`config.mk`:
```
export PLATFORM = sky130hd
export DESIGN_NAME = decimal_fold_hash
export DESIGN_NICKNAME = d
export VERILOG_FILES = /design/src/hdl/dfh_pkg.sv /design/src/hdl/dfh_ctrl.sv /design/src/hdl/dfh_dp.sv /design/src/hdl/decimal_fold_hash.sv
export SDC_FILE = /design/constraint.sdc
export NUM_CORES = 1
export LEC_CHECK = 0
export ABC_AREA = 1
export BUFFER_PORTS_ARGS = -buffer_cell sky130_fd_sc_hd__buf_2
export CAP_MARGIN = 15
export CORE_MARGIN = 10
export CORE_UTILIZATION = 55
export DETAILED_ROUTE_END_ITERATION = 7
export GPL_ROUTABILITY_DRIVEN = 0
export PLACE_DENSITY = 0.71
export SLEW_MARGIN = 20
export SYNTH_ARGS = -nofsm -noshare
export SYNTH_HDL_FRONTEND = slang
export SYNTH_SLANG_ARGS = --single-unit
```
`constraint.sdc`:
```
create_clock -name clk -period 8.8 [get_ports clk]
set_input_delay 1.76 -clock clk [delete_from_list [all_inputs] [get_ports clk]]
set_output_delay 1.76 -clock clk [all_outputs]
set_load 0.01 [all_outputs]
```
`src/hdl/dfh_pkg.sv`:
```
package dfh_pkg;

    localparam int KEY_W = 30;
    localparam int CFG_W = 4;
    localparam logic [CFG_W-1:0] FOLD_RESET = 4'd3;
    localparam logic [3:0] DEC_BASE = 4'd10;
    localparam logic [3:0] DABBLE_MIN = 4'd5;
    localparam logic [3:0] DABBLE_ADJ = 4'd3;

    typedef enum logic [2:0] {
        S_IDLE,
        S_CONV,
        S_NSET,
        S_NORM,
        S_ADD,
        S_OUT,
        S_DONE
    } state_t;

    typedef struct packed {
        logic load;
        logic conv;
        logic nset;
        logic nshift;
        logic add_init;
        logic add_step;
        logic out_init;
        logic out_step;
    } cmd_t;

    typedef struct packed {
        logic conv_last;
        logic norm_stop;
        logic fits;
        logic add_last;
        logic out_last;
    } status_t;

endpackage

```
`src/hdl/dfh_ctrl.sv`:
```
module dfh_ctrl (
    input  logic               clk,
    input  logic               rst_n,
    input  logic               start,
    input  dfh_pkg::status_t   sts,
    output dfh_pkg::cmd_t      cmd,
    output logic               busy,
    output logic               done
);

    dfh_pkg::state_t state_reg;
    dfh_pkg::state_t state_next;

    always_ff @(posedge clk or negedge rst_n)
    begin
        if (!rst_n)
        begin
            state_reg <= dfh_pkg::S_IDLE;
        end
        else
        begin
            state_reg <= state_next;
        end
    end

    always_comb
    begin
        state_next = state_reg;
        cmd        = '0;
        busy       = 1'b1;
        done       = 1'b0;
        case (state_reg)
            dfh_pkg::S_IDLE:
            begin
                busy = 1'b0;
                if (start)
                begin
                    cmd.load   = 1'b1;
                    state_next = dfh_pkg::S_CONV;
                end
            end
            dfh_pkg::S_CONV:
            begin
                cmd.conv = 1'b1;
                if (sts.conv_last)
                begin
                    state_next = dfh_pkg::S_NSET;
                end
            end
            dfh_pkg::S_NSET:
            begin
                cmd.nset   = 1'b1;
                state_next = dfh_pkg::S_NORM;
            end
            dfh_pkg::S_NORM:
            begin
                if (!sts.norm_stop)
                begin
                    cmd.nshift = 1'b1;
                end
                else if (sts.fits)
                begin
                    cmd.out_init = 1'b1;
                    state_next   = dfh_pkg::S_OUT;
                end
                else
                begin
                    cmd.add_init = 1'b1;
                    state_next   = dfh_pkg::S_ADD;
                end
            end
            dfh_pkg::S_ADD:
            begin
                cmd.add_step = 1'b1;
                if (sts.add_last)
                begin
                    state_next = dfh_pkg::S_NSET;
                end
            end
            dfh_pkg::S_OUT:
            begin
                cmd.out_step = 1'b1;
                if (sts.out_last)
                begin
                    state_next = dfh_pkg::S_DONE;
                end
            end
            dfh_pkg::S_DONE:
            begin
                done       = 1'b1;
                state_next = dfh_pkg::S_IDLE;
            end
            default:
            begin
                state_next = dfh_pkg::S_IDLE;
            end
        endcase
    end

endmodule

```
`src/hdl/dfh_dp.sv`:
```
module dfh_dp #(
    parameter int MAX_DIGITS = 9
) (
    input  logic                        clk,
    input  logic                        rst_n,
    input  dfh_pkg::cmd_t               cmd,
    input  logic [dfh_pkg::KEY_W-1:0]   key,
    input  logic [dfh_pkg::CFG_W-1:0]   fold,
    output dfh_pkg::status_t            sts,
    output logic [dfh_pkg::KEY_W-1:0]   hash_index
);

    localparam int KW   = dfh_pkg::KEY_W;
    localparam int CTOP = (KW > MAX_DIGITS) ? KW : MAX_DIGITS;
    localparam int CNTW = $clog2(CTOP + 1);

    logic [KW-1:0]                  key_reg;
    logic [MAX_DIGITS-1:0][3:0]     dig_reg;
    logic [MAX_DIGITS-1:0][3:0]     upa_reg;
    logic [KW-1:0]                  acc_reg;
    logic [CNTW-1:0]                cnt_reg;
    logic                           carry_reg;
    logic [CNTW-1:0]                r_reg;
    logic [CNTW-1:0]                off_reg;
    logic [CNTW-1:0]                k_reg;

    logic [MAX_DIGITS-1:0][3:0]     adj;
    logic [4*MAX_DIGITS:0]          dab_w;
    logic [CNTW-1:0]                fold_ext;
    logic [CNTW-1:0]                lsel;
    logic [CNTW-1:0]                dcnt;
    logic [CNTW-1:0]                rsel;
    logic [CNTW-1:0]                offsel;
    logic [CNTW-1:0]                ksel;
    logic                           a_en;
    logic [3:0]                     a_dig;
    logic [3:0]                     b_dig;
    logic [4:0]                     sum5;
    logic                           ge;
    logic [3:0]                     res_dig;

    // add 3 to every digit of five or more before each doubling
    always_comb
    begin
        for (int i = 0; i < MAX_DIGITS; i++)
        begin
            adj[i] = (dig_reg[i] >= dfh_pkg::DABBLE_MIN) ? dig_reg[i] + dfh_pkg::DABBLE_ADJ
                                                          : dig_reg[i];
        end
    end
    assign dab_w = {adj, key_reg[KW-1]};

    always_comb
    begin
        fold_ext = CNTW'(fold);
        if (fold_ext == '0)
        begin
            lsel = CNTW'(1);
        end
        else if (fold_ext > CNTW'(MAX_DIGITS))
        begin
            lsel = CNTW'(MAX_DIGITS);
        end
        else
        begin
            lsel = fold_ext;
        end
        dcnt   = CNTW'(MAX_DIGITS) - cnt_reg;
        rsel   = dcnt - lsel;
        offsel = (lsel < rsel) ? rsel - lsel : '0;
        ksel   = (lsel < rsel) ? rsel : lsel;
    end

    // one decimal digit of the fold sum per cycle, lowest first
    always_comb
    begin
        a_en    = (cnt_reg >= off_reg) && (cnt_reg < off_reg + lsel);
        a_dig   = a_en ? upa_reg[MAX_DIGITS-1] : 4'd0;
        b_dig   = (cnt_reg < r_reg) ? dig_reg[0] : 4'd0;
        sum5    = {1'b0, a_dig} + {1'b0, b_dig} + {4'd0, carry_reg};
        ge      = sum5 >= {1'b0, dfh_pkg::DEC_BASE};
        res_dig = '0;
        if (cnt_reg < k_reg)
        begin
            res_dig = ge ? 4'(sum5 - {1'b0, dfh_pkg::DEC_BASE}) : sum5[3:0];
        end
    end

    assign sts.conv_last = cnt_reg == CNTW'(KW - 1);
    assign sts.norm_stop = (upa_reg[MAX_DIGITS-1] != 4'd0) || (cnt_reg == CNTW'(MAX_DIGITS));
    assign sts.fits      = dcnt <= lsel;
    assign sts.add_last  = cnt_reg == CNTW'(MAX_DIGITS - 1);
    assign sts.out_last  = cnt_reg == CNTW'(MAX_DIGITS - 1);
    assign hash_index    = acc_reg;

    always_ff @(posedge clk or negedge rst_n)
    begin
        if (!rst_n)
        begin
            cnt_reg   <= '0;
            carry_reg <= 1'b0;
        end
        else
        begin
            if (cmd.load || cmd.nset || cmd.add_init || cmd.out_init)
            begin
                cnt_reg <= '0;
            end
            else if (cmd.conv || cmd.nshift || cmd.add_step || cmd.out_step)
            begin
                cnt_reg <= cnt_reg + CNTW'(1);
            end
            if (cmd.add_init)
            begin
                carry_reg <= 1'b0;
            end
            else if (cmd.add_step)
            begin
                carry_reg <= ge;
            end
        end
    end

    always_ff @(posedge clk)
    begin
        if (cmd.load)
        begin
            key_reg <= key;
            dig_reg <= '0;
        end
        else if (cmd.conv)
        begin
            key_reg <= {key_reg[KW-2:0], 1'b0};
            dig_reg <= dab_w[4*MAX_DIGITS-1:0];
        end
        else if (cmd.add_step)
        begin
            dig_reg <= {res_dig, dig_reg[MAX_DIGITS-1:1]};
        end
        else if (cmd.out_step)
        begin
            dig_reg <= {dig_reg[MAX_DIGITS-2:0], 4'd0};
        end

        // normalize the copy so its top digit is the leading digit of the current value
        if (cmd.nset)
        begin
            upa_reg <= dig_reg;
        end
        else if (cmd.nshift || (cmd.add_step && a_en))
        begin
            upa_reg <= {upa_reg[MAX_DIGITS-2:0], 4'd0};
        end

        if (cmd.add_init)
        begin
            r_reg   <= rsel;
            off_reg <= offsel;
            k_reg   <= ksel;
        end

        if (cmd.out_init)
        begin
            acc_reg <= '0;
        end
        else if (cmd.out_step)
        begin
            acc_reg <= (acc_reg << 3) + (acc_reg << 1) + KW'(dig_reg[MAX_DIGITS-1]);
        end
    end

endmodule

```
`src/hdl/decimal_fold_hash.sv`:
```
// Sequence: load, binary-to-decimal conversion of the 30-bit key, then per fold pass a
// normalize phase and a digit-serial decimal add (no add on the last pass), then
// conversion back to binary and the done strobe.
// One key at a time: busy stays high through the done strobe, and a new start is
// taken only in the idle state.
// Reset: asynchronous, active low; clears the controller and sets the fold register to 3.
// done is high for one cycle, hash_index until the next key; the receiver cannot stall.
module decimal_fold_hash #(
    parameter int MAX_DIGITS = 9
) (
    input  logic                        clk,
    input  logic                        rst_n,
    input  logic                        start,
    output logic                        busy,
    input  logic [dfh_pkg::KEY_W-1:0]   key,
    output logic                        done,
    output logic [dfh_pkg::KEY_W-1:0]   hash_index,
    input  logic                        cfg_valid,
    output logic                        cfg_ready,
    input  logic [dfh_pkg::CFG_W-1:0]   cfg_data
);

    dfh_pkg::cmd_t              cmd;
    dfh_pkg::status_t           sts;
    logic [dfh_pkg::CFG_W-1:0]  fold_reg;

    assign cfg_ready = !busy;

    always_ff @(posedge clk or negedge rst_n)
    begin
        if (!rst_n)
        begin
            fold_reg <= dfh_pkg::FOLD_RESET;
        end
        else if (cfg_valid && cfg_ready)
        begin
            fold_reg <= cfg_data;
        end
    end

    dfh_ctrl u_ctrl (
        .clk   (clk),
        .rst_n (rst_n),
        .start (start),
        .sts   (sts),
        .cmd   (cmd),
        .busy  (busy),
        .done  (done)
    );

    dfh_dp #(
        .MAX_DIGITS (MAX_DIGITS)
    ) u_dp (
        .clk        (clk),
        .rst_n      (rst_n),
        .cmd        (cmd),
        .key        (key),
        .fold       (fold_reg),
        .sts        (sts),
        .hash_index (hash_index)
    );

    a_done_pulse: assert property (@(posedge clk) disable iff (!rst_n) done |=> !done)
        else $error("done held longer than one cycle");
    a_done_frees: assert property (@(posedge clk) disable iff (!rst_n) done |=> !busy)
        else $error("block still busy after done");
    a_start_busy: assert property (@(posedge clk) disable iff (!rst_n)
        (start && !busy) |=> (busy && !done))
        else $error("accepted key did not make the block busy");
    a_one_cmd: assert property (@(posedge clk) disable iff (!rst_n)
        $onehot0({cmd.load, cmd.conv, cmd.add_step, cmd.out_step}))
        else $error("conflicting digit register commands");

endmodule
```
==> reports/qor.tcl <==
set qor(cts.sinks) 160
set qor(antenna_violations_before_repair) 0
set qor(clk_latency_ns) 0.44
set qor(io_pins) 71
set qor(critical_path_cell_count) 29
set qor(rr_worst_depth) 29
set qor(largest_net_degree_at_the_start_of_global_routing) 70
set qor(fin_area_um2) 12270
set qor(grt_util_all_layers_pct) 21.24
set qor(nNetsFinal) 1717
set qor(grt_pass1_vias) 9497
set qor(postCtsSetupBuffers) 0
set qor(post-route-drc-count) 0
set qor(async_flop_share_pct) 8.125
set qor(slew-limit-headroom_pct) 47.69
set qor(synth_top_flop_cell) {sky130_fd_sc_hd__edfxtp_1}
set qor(cts.clk_slew.worst_paths_ns) 0.07
set qor(wl_per_cell_um) 15.03
set qor(part_of_the_yosys_area_used_for_sequential_elements_pct) 36.60
set qor(clock_skew_ns) 0.01341
set qor(drv.max_cap_violation_count) 0
set qor(num_rows) 52
set qor(synth-seq-cells) 160
set qor(die_w_um) 162.4
set qor(rsz0062_at_grt) {false}
set qor(antennaDiodeCount) 0
set qor(tritoncts) {yes}
set qor(yosys_warnings) 0
set qor(syn_area_per_cell_um2) 7.371
set qor(flow.area_growth_from_synthesis_pct) 9.997
set qor(synth-edff-count) 81
set qor(hold_crit_depth) 2
set qor(cts.repair.resized) 0
set qor(drt-vias-per-instance) 5.411
set qor(core_area_um2) 20100
set qor(path_delay_family) {simple AND/OR/NAND/NOR gates}
set qor(worst_ep_required_time_ns) 9.12
set qor(achievable-frequency_mhz) 191.9
set qor(status) {finished, final reports clean}
set qor(num_vias) 9995
set qor(synth_cell_type_count) 43
set qor(total_placed_instance_area_um2) 11700
set qor(postSynthNetCount) 1666
set qor(initial_core_util_pct) 55.47
set qor(finalHoldViolations) 0
set qor(holdCritPathClass) {flip-flop to flip-flop}
set qor(timing_max_transition_violations_final) 0
set qor(startpoint_type) {flip-flop}
set qor(number_of_endpoints_failing_setup_at_the_final_stage) 0
set qor(end_kind) {flip-flop}
set qor(cts.root.buffer_cell) {sky130_fd_sc_hd__clkbuf_16}
set qor(crit_path_max_fanout) 5
set qor(dieHeight_um) 162.4
set qor(min_period_ns) 5.210
set qor(drtPass1Iterations) 5
set qor(route.antenna.remaining_nets) 0
set qor(syn_area_um2) 11150
set qor(ctsLongestPathBuffers) 2
set qor(most-common-layout-cells) {sky130_fd_sc_hd__nand2_1, sky130_fd_sc_hd__inv_1, sky130_fd_sc_hd__o21ai_0}
set qor(timing.critical_path.slowest_stage_cell) {sky130_fd_sc_hd__dfstp_2}
set qor(route.final.wire_length_mm) 27.76
set qor(ctsHoldBuffers) 0
set qor(global_route_wire_length_before_repair_mm) 46.72
set qor(buf_inv_stages_crit_path) 2
set qor(port_buffers) 70
set qor(fin_setup_tns_ns) 0
set qor(clock_tree.htree_level_count) 4
set qor(dieArea_um2) 26370
set qor(globalRouteOverflowTotal) 0
set qor(drive_above_1_share_pct) 8.941
set qor(place.detailed.hpwl_mm) 19.63
set qor(cts_made_buffers) 17
set qor(worst-setup-path-type) {flip-flop to flip-flop}
set qor(max_stage_delay_ns) 0.54
set qor(max_slew.worst_pin.slew_ns) 0.7838
set qor(post_synth_inst_count) 1513
set qor(worst_ep_arrival_time_ns) 5.53
set qor(timing.final.crit_share_pct) 59.21
set qor(final_common_cell) {sky130_fd_sc_hd__nand2_1}
set qor(first_iteration_detailed_routing_drc_count) 775
set qor(critPathMostFrequentCell) {sky130_fd_sc_hd__nand2_1}
-- layer usage --
layer  part of all wire (%)  vias up  global-route usage [%]
met5                      0        -                       0
met4                    1.2        0                   4.921
met3                    5.8       27                   4.171
met2                     46      257                   34.49
met1                     47     4576                   28.58
li1                       -     5135                       -
-- path summary, 6_finish.rpt --
check                             from                to  slack [ns]
min in group asynchronous        rst_n   u_dp.cnt_reg[0]        1.21
max in group asynchronous        rst_n       fold_reg[1]        7.30
min reg2reg                fold_reg[0]       fold_reg[0]        0.49
max reg2reg                fold_reg[1]  u_dp.dig_reg[33]        3.59
min                        fold_reg[0]       fold_reg[0]        0.49
max                        fold_reg[1]  u_dp.dig_reg[33]        3.59
-- cells by family after synthesis --
family / after synthesis / share of synthesized area (%)
flip-flops: 160 / 36.60
buffers and inverters: 267 / 9.368
AND/OR/NAND/NOR: 648 / 23.92
XOR/XNOR: 21 / 1.649
adder cells (fa/ha/maj): 115 / 13.24
AO/OA/AOI/OAI: 302 / 15.23
-- metrics by stage --
stage / worst slack [ns] / utilization, % / cells / hold WS (ns)
global route: 3.126 / 61.02 / 1847 / 0.5263
floorplan: 4.137 / - / 1513 / 0.4513
detailed placement: 3.603 / 58.18 / 1815 / 0.4787
finish: 3.590 / 61.02 / 1847 / 0.4907
global placement: 3.804 / 58.18 / 1815 / 0.4750
CTS: 3.561 / 61.02 / 1847 / 0.4929
-- cells in the mapped netlist, drive strengths merged, types with 5 or more instances --
master	number	area, µm²
ha	110	1376
a31oi	14	87.58
o21bai	8	60.06
nor3	10	55.05
or2	11	68.82
o221ai	7	61.31
a21oi	89	449.2
xor2	12	105.1
dfxtp	66	1321
edfxtp	81	2432
nand4	22	137.6
buf	20	117.6
xnor2	9	78.83
a221oi	8	70.07
nor2	107	406.6
fa	5	100.1
nand2	406	1529
a41oi	14	122.6
dfrtp	11	275.3
inv	219	822.0
clkbuf	27	101.4
nand3	89	450.4
o21ai	154	778.3
-- layout make-up --
| type | instances | area, µm² |
|---|---|---|
| clock buffers | 17 | 425.4 |
| clock inverters | 15 | 145.1 |
| fillers | 1867 | 7838 |
| inverters | 220 | 825.8 |
| multi-input cells | 1086 | 6033 |
| flip-flops and latches | 160 | 4081 |
| well taps | 270 | 337.8 |
| repair buffers | 79 | 417.9 |
-- tightest hold or removal path: stages (launching register included) --
cell                      delay (ns)
sky130_fd_sc_hd__dfstp_2        0.36
sky130_fd_sc_hd__inv_1          0.06
sky130_fd_sc_hd__a21oi_1        0.07
Power is not shown: default switching activity piles up to over one toggle a cycle in this logic, so the estimate is an artifact.
